[config.mk]
export PLATFORM = sky130hd
export DESIGN_NAME = pclip_ctrl
export DESIGN_NICKNAME = d
export VERILOG_FILES = /design/src/rtl/core/pclip_pkg.sv /design/src/rtl/core/pclip_ctrl.sv
export SDC_FILE = /design/constraint.sdc
export NUM_CORES = 1
export LEC_CHECK = 0
export BUFFER_PORTS_ARGS = -buffer_cell sky130_fd_sc_hd__buf_2
export CORE_MARGIN = 2
export CORE_UTILIZATION = 33
export DETAILED_ROUTE_END_ITERATION = 8
export HOLD_SLACK_MARGIN = 0.08
export PLACE_DENSITY_LB_ADDON = 0.12
export SETUP_SLACK_MARGIN = 0.05
export SLEW_MARGIN = 5
export SYNTH_ARGS = -nofsm -noshare
export SYNTH_HDL_FRONTEND = slang
export SYNTH_SLANG_ARGS = --single-unit
[constraint.sdc]
create_clock -name clk -period 3.2 [get_ports clk]
set_input_delay 0.48 -clock clk [delete_from_list [all_inputs] [get_ports clk]]
set_output_delay 0.48 -clock clk [all_outputs]
set_load 0.01 [all_outputs]
[src/rtl/core/pclip_pkg.sv]
// ----------------------------------------------------------------------------
// pclip_pkg - shared definitions for the half-plane polygon clipper
// Widths, register map, count cap and the command/status bundles that pass
// between the clip controller and its datapath.
// ----------------------------------------------------------------------------
package pclip_pkg;

  // Polygon and fixed-point format
  localparam int MAX_VERTS = 64;
  localparam int FRAC_BITS = 16;

  // Field widths
  localparam int COORD_W = 32;
  localparam int NORM_W  = 18;
  localparam int OFFS_W  = 32;
  localparam int CNT_W   = 8;

  // Plane distance: x*nx + y*ny, floor-shifted, minus offset
  localparam int PROD_W = COORD_W + NORM_W;
  localparam int SUM_W  = PROD_W + 1;
  localparam int QUOT_W = SUM_W - FRAC_BITS;
  localparam int DIST_W = ((QUOT_W > OFFS_W) ? QUOT_W : OFFS_W) + 1;

  // Crossing ratio t = |da| * 2^T_BITS / (|da| + |db|)
  localparam int DIV_W      = DIST_W + 1;
  localparam int T_BITS     = 30;
  localparam int STEP_CNT_W = $clog2(T_BITS);

  // Interpolation: |b - a| * t split into two partial products
  localparam int MAG_W   = COORD_W + 1;
  localparam int T_LO    = T_BITS / 2;
  localparam int T_HI    = T_BITS - T_LO;
  localparam int PP_LO_W = MAG_W + T_LO;
  localparam int PP_HI_W = MAG_W + T_HI;
  localparam int PSUM_W  = MAG_W + T_BITS;
  localparam int LERP_W  = MAG_W + 1;

  // Saturating vertex count
  localparam int COUNT_CAP_I = ((2 * MAX_VERTS) > 255) ? 255 : (2 * MAX_VERTS);

  // Configuration port
  localparam int APB_DW    = 32;
  localparam int NUM_REGS  = 3;
  localparam int REG_IDX_W = $clog2(NUM_REGS);
  localparam int APB_AW    = REG_IDX_W + 2;

  typedef logic signed [COORD_W-1:0] coord_t;
  typedef logic signed [NORM_W-1:0]  norm_t;
  typedef logic signed [OFFS_W-1:0]  offs_t;
  typedef logic signed [DIST_W-1:0]  dist_t;
  typedef logic        [CNT_W-1:0]   cnt_t;

  localparam cnt_t  COUNT_CAP      = CNT_W'(COUNT_CAP_I);
  localparam norm_t NORMAL_Y_RESET = NORM_W'(1 << FRAC_BITS);

  typedef enum logic [REG_IDX_W-1:0] {
    REG_NORMAL_X     = 2'd0,
    REG_NORMAL_Y     = 2'd1,
    REG_PLANE_OFFSET = 2'd2
  } reg_idx_t;

  // Controller -> datapath
  typedef struct packed {
    logic load_in;
    logic calc_mul;
    logic calc_sum;
    logic calc_dist;
    logic set_first;
    logic edge_open;
    logic edge_close;
    logic advance;
    logic emit_a;
    logic div_init;
    logic div_step;
    logic lerp_diff;
    logic lerp_mul;
    logic lerp_sum;
    logic lerp_add;
    logic emit_c;
    logic emit_end;
  } pclip_cmd_t;

  // Datapath -> controller
  typedef struct packed {
    logic in_first;
    logic in_final;
    logic a_inside;
    logic crossing;
    logic out_free;
    logic axis_y;
  } pclip_sts_t;

endpackage

[src/rtl/core/pclip_ctrl.sv]
// ----------------------------------------------------------------------------
// pclip_ctrl - clip sequencer
// Walks one vertex item through distance, open edge, closing edge and end
// marker, and drives the divider step count.
// ----------------------------------------------------------------------------
module pclip_ctrl (
  input  logic                  clk,
  input  logic                  rst_n,
  input  logic                  in_valid,
  output logic                  in_ready,
  input  pclip_pkg::pclip_sts_t sts,
  output pclip_pkg::pclip_cmd_t cmd
);
  import pclip_pkg::*;

  typedef enum logic [16:0] {
    ST_IDLE     = 17'h00001,
    ST_MUL      = 17'h00002,
    ST_SUM      = 17'h00004,
    ST_DIST     = 17'h00008,
    ST_ROUTE    = 17'h00010,
    ST_EDGE     = 17'h00020,
    ST_EMIT_A   = 17'h00040,
    ST_XCHK     = 17'h00080,
    ST_DIV_INIT = 17'h00100,
    ST_DIV      = 17'h00200,
    ST_LDIFF    = 17'h00400,
    ST_LMUL     = 17'h00800,
    ST_LSUM     = 17'h01000,
    ST_LADD     = 17'h02000,
    ST_EMIT_C   = 17'h04000,
    ST_ADVANCE  = 17'h08000,
    ST_END      = 17'h10000
  } state_t;

  state_t                state_r, state_nxt;
  logic [STEP_CNT_W-1:0] cnt_r, cnt_nxt;
  logic                  close_r, close_nxt;

  // Next state and commands
  always_comb begin
    state_nxt = state_r;
    cnt_nxt   = cnt_r;
    close_nxt = close_r;
    cmd       = '0;
    in_ready  = 1'b0;
    unique case (state_r)
      ST_IDLE: begin
        in_ready = 1'b1;
        if (in_valid) begin
          cmd.load_in = 1'b1;
          state_nxt   = ST_MUL;
        end
      end
      ST_MUL: begin
        cmd.calc_mul = 1'b1;
        state_nxt    = ST_SUM;
      end
      ST_SUM: begin
        cmd.calc_sum = 1'b1;
        state_nxt    = ST_DIST;
      end
      ST_DIST: begin
        cmd.calc_dist = 1'b1;
        state_nxt     = ST_ROUTE;
      end
      ST_ROUTE: begin
        if (sts.in_first) begin
          cmd.set_first = 1'b1;
          state_nxt     = ST_ADVANCE;
        end else begin
          cmd.edge_open = 1'b1;
          close_nxt     = 1'b0;
          state_nxt     = ST_EDGE;
        end
      end
      ST_EDGE: begin
        state_nxt = sts.a_inside ? ST_EMIT_A : ST_XCHK;
      end
      ST_EMIT_A: begin
        if (sts.out_free) begin
          cmd.emit_a = 1'b1;
          state_nxt  = ST_XCHK;
        end
      end
      ST_XCHK: begin
        if (sts.crossing) begin
          state_nxt = ST_DIV_INIT;
        end else begin
          state_nxt = close_r ? ST_END : ST_ADVANCE;
        end
      end
      ST_DIV_INIT: begin
        cmd.div_init = 1'b1;
        cnt_nxt      = STEP_CNT_W'(T_BITS - 1);
        state_nxt    = ST_DIV;
      end
      ST_DIV: begin
        cmd.div_step = 1'b1;
        if (cnt_r == '0) begin
          state_nxt = ST_LDIFF;
        end else begin
          cnt_nxt = cnt_r - 1'b1;
        end
      end
      ST_LDIFF: begin
        cmd.lerp_diff = 1'b1;
        state_nxt     = ST_LMUL;
      end
      ST_LMUL: begin
        cmd.lerp_mul = 1'b1;
        state_nxt    = ST_LSUM;
      end
      ST_LSUM: begin
        cmd.lerp_sum = 1'b1;
        state_nxt    = ST_LADD;
      end
      ST_LADD: begin
        cmd.lerp_add = 1'b1;
        state_nxt    = sts.axis_y ? ST_EMIT_C : ST_LDIFF;
      end
      ST_EMIT_C: begin
        if (sts.out_free) begin
          cmd.emit_c = 1'b1;
          state_nxt  = close_r ? ST_END : ST_ADVANCE;
        end
      end
      ST_ADVANCE: begin
        cmd.advance = 1'b1;
        if (sts.in_final) begin
          cmd.edge_close = 1'b1;
          close_nxt      = 1'b1;
          state_nxt      = ST_EDGE;
        end else begin
          state_nxt = ST_IDLE;
        end
      end
      ST_END: begin
        if (sts.out_free) begin
          cmd.emit_end = 1'b1;
          state_nxt    = ST_IDLE;
        end
      end
      default: begin
        state_nxt = ST_IDLE;
      end
    endcase
  end

  // State registers
  always_ff @(posedge clk) begin
    if (!rst_n) begin
      state_r <= ST_IDLE;
      cnt_r   <= '0;
      close_r <= 1'b0;
    end else begin
      state_r <= state_nxt;
      cnt_r   <= cnt_nxt;
      close_r <= close_nxt;
    end
  end

  // Results are only loaded into a free output register
  a_emit_free: assert property (@(posedge clk) disable iff (!rst_n)
    (cmd.emit_a || cmd.emit_c || cmd.emit_end) |-> sts.out_free)
    else $error("result loaded while output register busy");

  // Divider only starts on a real crossing
  a_div_cross: assert property (@(posedge clk) disable iff (!rst_n)
    cmd.div_init |-> sts.crossing)
    else $error("divider started without a crossing");

  // Closing edge only for a final vertex
  a_close_final: assert property (@(posedge clk) disable iff (!rst_n)
    cmd.edge_close |-> sts.in_final)
    else $error("closing edge without final vertex");

endmodule

; Word-level counts from Yosys, hierarchy flattened
; Index checks and enable logic that the tools add are counted.
[op_classes]
add_sub_neg = 1
eq_ne = 25
n_mux = 38
n_reduce_logical = 6
[ops]
columns = cell, n
row1 = 17-bit case mux with 17 select lines, 1
row2 = 17-bit two-way mux, 7
row3 = 1-bit two-way mux, 21
row4 = "17-bit by 1-bit == test with 1-bit output, second input constant", 1
row5 = "17-bit by 10-bit == test with 1-bit output, second input constant", 1
row6 = "17-bit by 11-bit == test with 1-bit output, second input constant", 1
row7 = "17-bit by 12-bit == test with 1-bit output, second input constant", 1
row8 = "17-bit by 13-bit == test with 1-bit output, second input constant", 1
row9 = "17-bit by 14-bit == test with 1-bit output, second input constant", 1
row10 = "17-bit by 15-bit == test with 1-bit output, second input constant", 1
row11 = "17-bit by 16-bit == test with 1-bit output, second input constant", 1
row12 = "17-bit == test, second input constant", 1
row13 = "17-bit by 2-bit == test with 1-bit output, second input constant", 1
row14 = "17-bit by 3-bit == test with 1-bit output, second input constant", 1
row15 = "17-bit by 4-bit == test with 1-bit output, second input constant", 1
row16 = "17-bit by 5-bit == test with 1-bit output, second input constant", 1
row17 = "17-bit by 6-bit == test with 1-bit output, second input constant", 1
row18 = "17-bit by 7-bit == test with 1-bit output, second input constant", 1
row19 = "17-bit by 8-bit == test with 1-bit output, second input constant", 1
row20 = "17-bit by 9-bit == test with 1-bit output, second input constant", 1
row21 = 16-bit two-way mux, 1
row22 = "2-bit inequality test, second input constant", 8
row23 = 15-bit two-way mux, 1
row24 = 5-bit case mux with 2 select lines, 1
row25 = 11 further kinds, 13
[word_totals]
register_bits = 23
inputBits = 9
output_inout_bits = 18

; Longest topological paths before layout
; Gate-level depths: netlist (run 1).
[depth]
word_depth = 3
depth_mapped = 8

; Least setup slack after synthesis (run 1)
; Ideal clock, no wire load.
[synth_timing]
path_kind = register to output
startpoint = reg state_r[6]
endpoint = out cmd[14] in the netlist's numbering
arrival_time_ps = 2162
setup_slack_ps = 558
path_stages_with_launch = 7
n_path_buf = 2
cell_sequence = dfxtp_1 buf_2 or4_1 buf_2 or2_1 or4_4 nor4b_2
[synth_lines]
columns = element, line_no
row1 = start: declaration, pclip_ctrl.sv:36  ; state_t state_r, state_nxt;
row2 = start signal: assignment, pclip_ctrl.sv:157  ; state_r <= state_nxt;
row3 = end: declaration, pclip_ctrl.sv:12  ; output pclip_pkg::pclip_cmd_t cmd

==> results of run 1 <==
-- Yosys cell counts (2+ instances only) --
cell      count
a21oi_1      10
nand4_1       3
nor2_1       15
xnor2_1       5
buf_2         4
nor3_1        7
nor3b_1       3
inv_1        11
nand3_1       4
or4_1         5
o21ai_0       4
nand2_1       6
nor2b_1       2
and3_1        6
nor4_1        8
dfxtp_1      23
a31oi_1       2
nor4b_2       4
and2_1       10
clkbuf_1      6
a22oi_1       3
or4b_2        2
xor2_1        5
ha_1          2
-- how the worst max path moves through the flow --
| stage | from | to | slack (ns) | cells past startpoint |
|---|---|---|---|---|
| detailed placement | state_r[6] | cmd[13] | 0.40 | 5 |
| global route | state_r[3] | cmd[4] | 0.08 | 5 |
| global placement | state_r[6] | cmd[14] | 0.48 | 5 |
| floorplan | state_r[6] | cmd[14] | 0.56 | 6 |
| CTS | state_r[6] | cmd[13] | 0.1 | 5 |
| finish | state_r[6] | cmd[13] | 0.21 | 5 |
-- power groups by stage --
| stage | Clock, mW | Combinational, mW | Sequential, mW |
|---|---|---|---|
| final | 0.184 | 0.107 | 0.298 |
| after global routing | 0.205 | 0.118 | 0.299 |
| after global placement | 0 | 0.108 | 0.304 |
| after floorplan | 0 | 0.0802 | 0.303 |
| after CTS | 0.191 | 0.107 | 0.298 |
| after detailed placement | 0 | 0.107 | 0.304 |
-- flip-flops by register name, indices dropped and copies added, names as in the netlist --
name     count
cnt_r        5
state_r     17
close_r      1
-- per-layer routing --
layer | up-vias | GRT usage [%] | share of wire [%]
li1 | 658 | - | -
met1 | 621 | 20.83 | 48
met2 | 38 | 22.22 | 43
met3 | 7 | 2.907 | 7.3
met4 | 0 | 5.011 | 1.7
met5 | - | 0 | 0
-- through the flow --
step           total power [mW]  setup WS [ns]  utilization (%)  hold slack, ns
6_report                 0.5891         0.2112            39.87          0.4765
5_1_grt                  0.6214        0.07916            39.87          0.4875
4_1_cts                  0.5955        0.09872            39.78          0.4753
3_5_place_dp             0.4111         0.4008            38.67          0.4667
3_3_place_gp             0.4120         0.4788            38.67          0.4605
2_1_floorplan            0.3829         0.5581                -          0.4444
-- layout by cell type (no fill, tap or decap), drive strengths merged, types with 2 or more instances in the layout --
| cell | n |
|---|---|
| ha | 2 |
| and2 | 10 |
| or4b | 2 |
| or3 | 2 |
| xor2 | 5 |
| o221ai | 2 |
| nand4 | 3 |
| inv | 11 |
| nor2b | 2 |
| nor3 | 8 |
| nor4b | 5 |
| o21ai | 4 |
| a31oi | 2 |
| nor2 | 15 |
| or4 | 6 |
| nand3 | 4 |
| dfxtp | 23 |
| nor4 | 8 |
| a21oi | 10 |
| nand2 | 6 |
| and3 | 6 |
| nor3b | 3 |
| buf | 28 |
| a22oi | 3 |
| xnor2 | 5 |
| clkbuf | 4 |
| or2 | 2 |
-- cell families after synthesis --
logic type,count (synthesis)
flops,23
fa+ha+maj,2
xor+xnor,10
mux,1
simple gates,87
buf+inv,22
compound gates,26
-- critical path: cells and delay by family, from the launching register on --
| kind | cells | cell delay (ns) |
|---|---|---|
| buf+inv | 1 | 0.18 |
| flops | 1 | 0.42 |
| simple gates | 4 | 1.63 |
-- layout make-up --
cell class / count / share of cell area, %
Clock buffer: 4 / 2.784
Inverter: 11 / 2.552
Multi-Input combinational cell: 126 / 53.36
Sequential cell: 23 / 28.46
Tap cell: 50 / 3.867
Timing Repair Buffer: 28 / 8.971
==> impl_summary.txt, run 1 <==
----------------------------------------------------
[Logic synthesis]
  Number of warnings issued by yosys ... 0
  Post-synthesis compound-gate area fraction ... 11.97%
  Most common flop cell mapped by yosys ... dfxtp_1
  Area share of xor/xnor cells in the synthesized design ... 6.206%
  Number of instances in the synthesized netlist ... 171
  Count of flip-flops with a built-in enable after synthesis ... 0
  Yosys top cell by area ... dfxtp_1
  Share of the synthesized area in the top cell type ... 32.62%
  Post-synthesis adder-cell area fraction ... 1.773%
  Number of nets produced by synthesis ... 182
  Combinational family with the most area after synthesis ... simple AND/OR/NAND/NOR gates
  Async SR Flop Fraction ... 0%
  Area of the mapped netlist ... 1411 sq um
  Sequential element share of the synthesized area ... 32.62%
  Multiplexer fraction of the synthesized cell area ... 0.7092%
  Synth Register Bits ... 23
  Mean post-synth cell area ... 8.254 sq um
  Yosys cell types ... 45
  Simple-gate area share of the yosys netlist ... 40.25%
  Top area cells in the synthesized netlist ... dfxtp_1, and2_1, nor4b_2

[Clocking]
  Count of cells resized by post-cts repair ... 0
  TritonCTS sink count ... 23
  Cell chosen for the clock root ... clkbuf_8
  Buffers inserted during post-CTS setup optimization ... 0
  H-tree Lvls ... 1
  Clk pin slew, worst setup/hold paths ... 0.08 ns
  Clock insertion delay at the later pin of the skew report ... 0.26 ns
  Number of clock buffers inserted by TritonCTS ... 3
  Hold-fix buffer count after cts ... 0
  Maximum buffer depth of the clock tree ... 2
  Clock tree from TritonCTS ... built

[Timing]
  Setup total negative slack ... 0 ns
  Max_slew headroom ... 68.06%
  Time the worst path needs with I/O delays and setup ... 2.989 ns
  Setup repair after global routing missed its margin ... false
  Setup clock skew after layout ... 0.003025 ns
  Upper clock frequency limit ... 334.6 MHz
  Final setup violation count ... 0
  Final critical-path share of the clock period ... 93.40%
  Final hold violation count ... 0
  Slew at the pin with the worst max-slew slack ... 0.4747 ns
  Final max-slew violation count ... 0

[Global route]
  Via count of the first global-routing pass ... 1,221
  Number of antenna violations at the first check in global routing ... 0
  Total Routing Usage GR ... 14.72%
  Largest net degree at the start of global routing ... 14
  Residual overflow from global routing ... 0
  Global-route wire length before repair ... 5844 um

[Status]
  Status ... finished, final reports clean

[Worst setup path]
  R2R Setup Slk ... 0.63 ns
  Kind of end point of the critical path ... output port
  Worst setup path class ... register to output port
  Worst R2R Start ... state_r[12]
  CP startpoint kind ... register
  Cell mode on critical path ... or4_4
  Worst path slowest cell ... or4_4
  Critical path data arrival time ... 2.51 ns
  Cell breakdown of the critical path ... or4_4 -> or2_1 -> or4_4 -> nor4b_2 -> buf_2
  Data required, critical path ... 2.72 ns
  Top fanout value on the critical path ... 10
  Worst reg2reg path depth ... 7
  R2r endpoint ... state_r[7]
  Largest stage delay, worst path ... 0.57 ns

[Route]
  Overall routed net length ... 3502 um
  # DRC ... 0
  Iteration-0 DRC count of the detailed router ... 108
  Number of search-and-repair iterations in the first detailed-routing pass ... 4
  DR vias/cell ... 5.471
  Per-cell routed wire length ... 14.47 um
  Post-route antenna net violation count ... 0
  Via count ... 1,324

[Final layout]
  Total of fill cells in the finished design ... 440
  Final non-filler cell area ... 1618 sq um
  Share of final-layout standard cells stronger than drive strength 1 ... 22.40%
  Diode count ... 0
  Sequential cell area ... 460.4 sq um
  Finished Layout Cells ... 242
  Synth-to-layout area growth ... 14.63%
  Nets ... 204
  Multi-input gate area in the final layout ... 863.3 sq um

[Placement]
  Placed wire-length estimate ... 2699 um
  Weighted congestion at the end of routability-driven global placement ... 0.9346
  Total placed cells including tap cells ... 238
  Placed cell areas ... 1569 sq um
  Port bufs ... 26

[Worst hold path]
  Worst hold path class ... primary input to register
  Worst-case hold path end point ... state_r[1]
  Cells on Worst Hold Path ... 2
  Launch instance of the worst min-delay path ... in_valid

[Pwr]
  Switching power ... 0.1634 mW
  Ratio of total power to cell area ... 364.2 nW/um^2
  Internal ... 0.4258 mW
  Fraction of power consumed by sequential logic ... 50.5%
  Leakage power of the design ... 0.7036 nW
  Worst vdd ir ... 0.1232 mV
  Clock network fraction of design power ... 31.3%
  Net switching share of the total power ... 27.73%
  Share of power burned in combinational logic ... 18.2%

[Job]
  Number of max-capacitance violations reported ... 0

[Floorplanning]
  Total Die Area ... 4816 sq um
  Width of the chip ... 69.40 um
  Die height ... 69.40 um
  Std-Cell Rows ... 23
  Core box area ... 4058 sq um
  Initial core utilization ... 34.78%
  I/O pin total ... 27

----------------------------------------------------
Power figures use the tool's default switching activity.
==> run 2, diff against run 1 <==
--- a/config.mk
+++ b/config.mk
@@ -5,6 +5,7 @@
 export SDC_FILE = /design/constraint.sdc
 export NUM_CORES = 1
 export LEC_CHECK = 0
+export ABC_AREA = 1
 export BUFFER_PORTS_ARGS = -buffer_cell sky130_fd_sc_hd__buf_2
 export CORE_MARGIN = 2
 export CORE_UTILIZATION = 33
==> run 2 against run 1 <==
Register-to-register slack improved by 0.88 ns. Sequential power decreased by 2%. Sequential cell count unchanged. Critical path type unchanged. Critical endpoint is now cmd[10].
==> impl_summary.txt, run 2 <==
----------------------------------------------------
[Clocking]
  Count of cells resized by post-cts repair ... 0 (unchanged)
  TritonCTS sink count ... 23 (unchanged)
  H-tree Lvls ... 1 (unchanged)
  Clk pin slew, worst setup/hold paths ... 0.09 ns (was 0.08 ns)
  Buffers inserted during post-CTS setup optimization ... 0 (unchanged)
  Number of clock buffers inserted by TritonCTS ... 3 (unchanged)
  Maximum buffer depth of the clock tree ... 2 (unchanged)
  Clock tree from TritonCTS ... built (unchanged)
  Clock insertion delay at the later pin of the skew report ... 0.27 ns (was 0.26 ns)
  Cell chosen for the clock root ... clkbuf_8 (unchanged)
  Hold-fix buffer count after cts ... 0 (unchanged)

[Final layout]
  Synth-to-layout area growth ... 14.50% (was 14.63%)
  Diode count ... 0 (unchanged)
  Registers with the most flip-flops ... state_r (17), cnt_r (5), close_r (1) (unchanged)
  Nets ... 278 (was 204)
  Share of final-layout standard cells stronger than drive strength 1 ... 24.06% (was 22.40%)
  Register name with the most flops ... state_r (unchanged)
  Total of fill cells in the finished design ... 484 (was 440)
  Most used cells in the layout excluding fill and tap cells ... nor2_1, inv_1, nand2_1, buf_2, dfxtp_1 (was buf_2, dfxtp_1, nor2_1, inv_1)
  Utilization of the core after routing ... 40.01% (was 39.87%)
  Max FFs per register ... 17 (unchanged)

[Floorplanning]
  I/O pin total ... 27 (unchanged)
  Total Die Area ... 5270 sq um (was 4816 sq um)
  Width of the chip ... 72.60 um (was 69.40 um)
  Initial core utilization ... 34.94% (was 34.78%)
  Core box area ... 4444 sq um (was 4058 sq um)
  Std-Cell Rows ... 24 (was 23)
  Die height ... 72.60 um (was 69.40 um)

[Logic synthesis]
  Sequential element share of the synthesized area ... 29.65% (was 32.62%)
  Yosys cell types ... 32 (was 45)
  Number of instances in the synthesized netlist ... 239 (was 171)
  Number of nets produced by synthesis ... 250 (was 182)
  Count of flip-flops with a built-in enable after synthesis ... 0 (unchanged)
  Async SR Flop Fraction ... 0% (unchanged)
  Share of the synthesized area in the top cell type ... 29.65% (was 32.62%)
  Top area cells in the synthesized netlist ... dfxtp_1, inv_1, nand2_1 (was dfxtp_1, and2_1, nor4b_2)
  Synth Register Bits ... 23 (unchanged)
  Ranking of synthesized cells by instance count ... inv_1, nand2_1, nor2_1 (was dfxtp_1, nor2_1, inv_1)
  Area of the mapped netlist ... 1553 sq um (was 1411 sq um)
  Yosys top cell by area ... dfxtp_1 (unchanged)
  Mean post-synth cell area ... 6.497 sq um (was 8.254 sq um)
  Number of warnings issued by yosys ... 0 (unchanged)
  Most common flop cell mapped by yosys ... dfxtp_1 (unchanged)

[Route]
  Iteration-0 DRC count of the detailed router ... 86 (was 108)
  Via count ... 1,436 (was 1,324)
  DR vias/cell ... 4.516 (was 5.471)
  # DRC ... 0 (unchanged)
  Overall routed net length ... 3717 um (was 3502 um)
  Post-route antenna net violation count ... 0 (unchanged)
  Number of search-and-repair iterations in the first detailed-routing pass ... 4 (unchanged)
  Per-cell routed wire length ... 11.69 um (was 14.47 um)

[Pwr]
  Worst vdd ir ... 0.1202 mV (was 0.1232 mV)
  Clock network fraction of design power ... 32.8% (was 31.3%)
  Ratio of total power to cell area ... 321.1 nW/um^2 (was 364.2 nW/um^2)
  Switching power ... 0.1629 mW (was 0.1634 mW)
  Leakage power of the design ... 0.9178 nW (was 0.7036 nW)
  Fraction of power consumed by sequential logic ... 51.2% (was 50.5%)
  Post-route total power ... 0.5709 mW (was 0.5891 mW)
  Share of power burned in combinational logic ... 16.0% (was 18.2%)
  Internal ... 0.4080 mW (was 0.4258 mW)
  Net switching share of the total power ... 28.54% (was 27.73%)

[Worst setup path]
  CP top delay family ... simple AND/OR/NAND/NOR gates (unchanged)
  Critical path data arrival time ... 1.61 ns (was 2.51 ns)
  Data required, critical path ... 2.72 ns (about the same)
  Cell breakdown of the critical path ... nor2_1 -> nand2_2 -> nor2_8 -> nand3_2 -> nor2_1 -> buf_2 (was or4_4 -> or2_1 -> or4_4 -> nor4b_2 -> buf_2)
  Largest stage delay, worst path ... 0.33 ns (was 0.57 ns)
  Worst path slowest cell ... dfxtp_1 (was or4_4)
  Cell mode on critical path ... nor2_1 (was or4_4)
  CP startpoint kind ... register (unchanged)
  Kind of end point of the critical path ... output port (unchanged)
  WP buf/inv ... 1 (unchanged)
  Worst setup path class ... register to output port (unchanged)
  Top fanout value on the critical path ... 10 (unchanged)

[Global route]
  Via count of the first global-routing pass ... 1,365 (was 1,221)
  Number of antenna violations at the first check in global routing ... 0 (unchanged)
  Largest net degree at the start of global routing ... 23 (was 14)
  Residual overflow from global routing ... 0 (unchanged)
  Total Routing Usage GR ... 15.36% (was 14.72%)
  Global-route wire length before repair ... 6313 um (was 5844 um)

[Timing]
  Setup repair after global routing missed its margin ... false (unchanged)
  Max_slew headroom ... 47.36% (was 68.06%)
  Final setup violation count ... 0 (unchanged)
  Upper clock frequency limit ... 479.5 MHz (was 334.6 MHz)
  Slew at the pin with the worst max-slew slack ... 0.7887 ns (was 0.4747 ns)
  Setup clock skew after layout ... 0.004238 ns (was 0.003025 ns)
  Final critical-path share of the clock period ... 65.18% (was 93.40%)
  Final critical-path setup slack ... 1.114 ns (was 0.2112 ns)
  Final hold violation count ... 0 (unchanged)
  Time the worst path needs with I/O delays and setup ... 2.086 ns (was 2.989 ns)
  Final max-slew violation count ... 0 (unchanged)
  Setup total negative slack ... 0 ns (unchanged)

[Placement]
  Port bufs ... 26 (unchanged)
  Placed wire-length estimate ... 2990 um (was 2699 um)
  Weighted congestion at the end of routability-driven global placement ... 0.8786 (was 0.9346)
  Place WS ... 1.417 ns (was 0.4008 ns)

[Status]
  Status ... finished, final reports clean (unchanged)

[Worst hold path]
  Worst hold path class ... primary input to register (unchanged)

[Job]
  Number of max-capacitance violations reported ... 0 (unchanged)

----------------------------------------------------
run 2: layout make-up:
cell class	count	area [sq um]	area share [%]
Clock buffer	4	45.04	2.533
Sequential cell	23	460.4	25.90
Tap cell	52	65.06	3.659
Multi-Input combinational cell	162	885.9	49.82
Timing Repair Buffer	26	130.1	7.319
Inverter	51	191.4	10.77
run 2: path summary, 6_finish.rpt:
kind | slack [ns] | end | startpoint | cells past startpoint
max reg2reg | 1.51 | state_r[16] | state_r[16] | 9
min reg2reg | 0.47 | cnt_r[4] | cnt_r[4] | 2
max | 1.11 | cmd[10] | state_r[3] | 6
min | 0.39 | state_r[0] | rst_n | 2
run 2: cell families after synthesis:
group,Yosys count,share of synthesized area (%)
compound gates,17,6.286
xor+xnor,1,0.5642
buf+inv,54,13.30
flops,23,29.65
fa+ha+maj,2,1.611
simple gates,142,48.59
run 2: power by group through the flow:
stage	logic, mW	registers, mW	clock network (mW)
2_1_floorplan	0.0668	0.298	0
3_3_place_gp	0.0917	0.299	0
3_5_place_dp	0.0913	0.299	0
4_1_cts	0.0917	0.292	0.197
5_1_grt	0.102	0.293	0.206
6_report	0.0914	0.292	0.187
run 2: metrics by stage:
step	hold slack (ns)	area [sq um]	std cells
CTS	0.3873	1778	318
finish	0.3884	1778	318
global placement	0.4566	1733	314
floorplan	0.4393	1553	239
detailed placement	0.4589	1733	314
global route	0.3917	1778	318
run 2: layer usage:
metal	track usage, %	up-vias	wire [um]
li1	-	781	-
met1	22.75	614	1947
met2	22.83	37	1470
met3	2.210	4	246
met4	4.938	0	53
met5	0	-	0
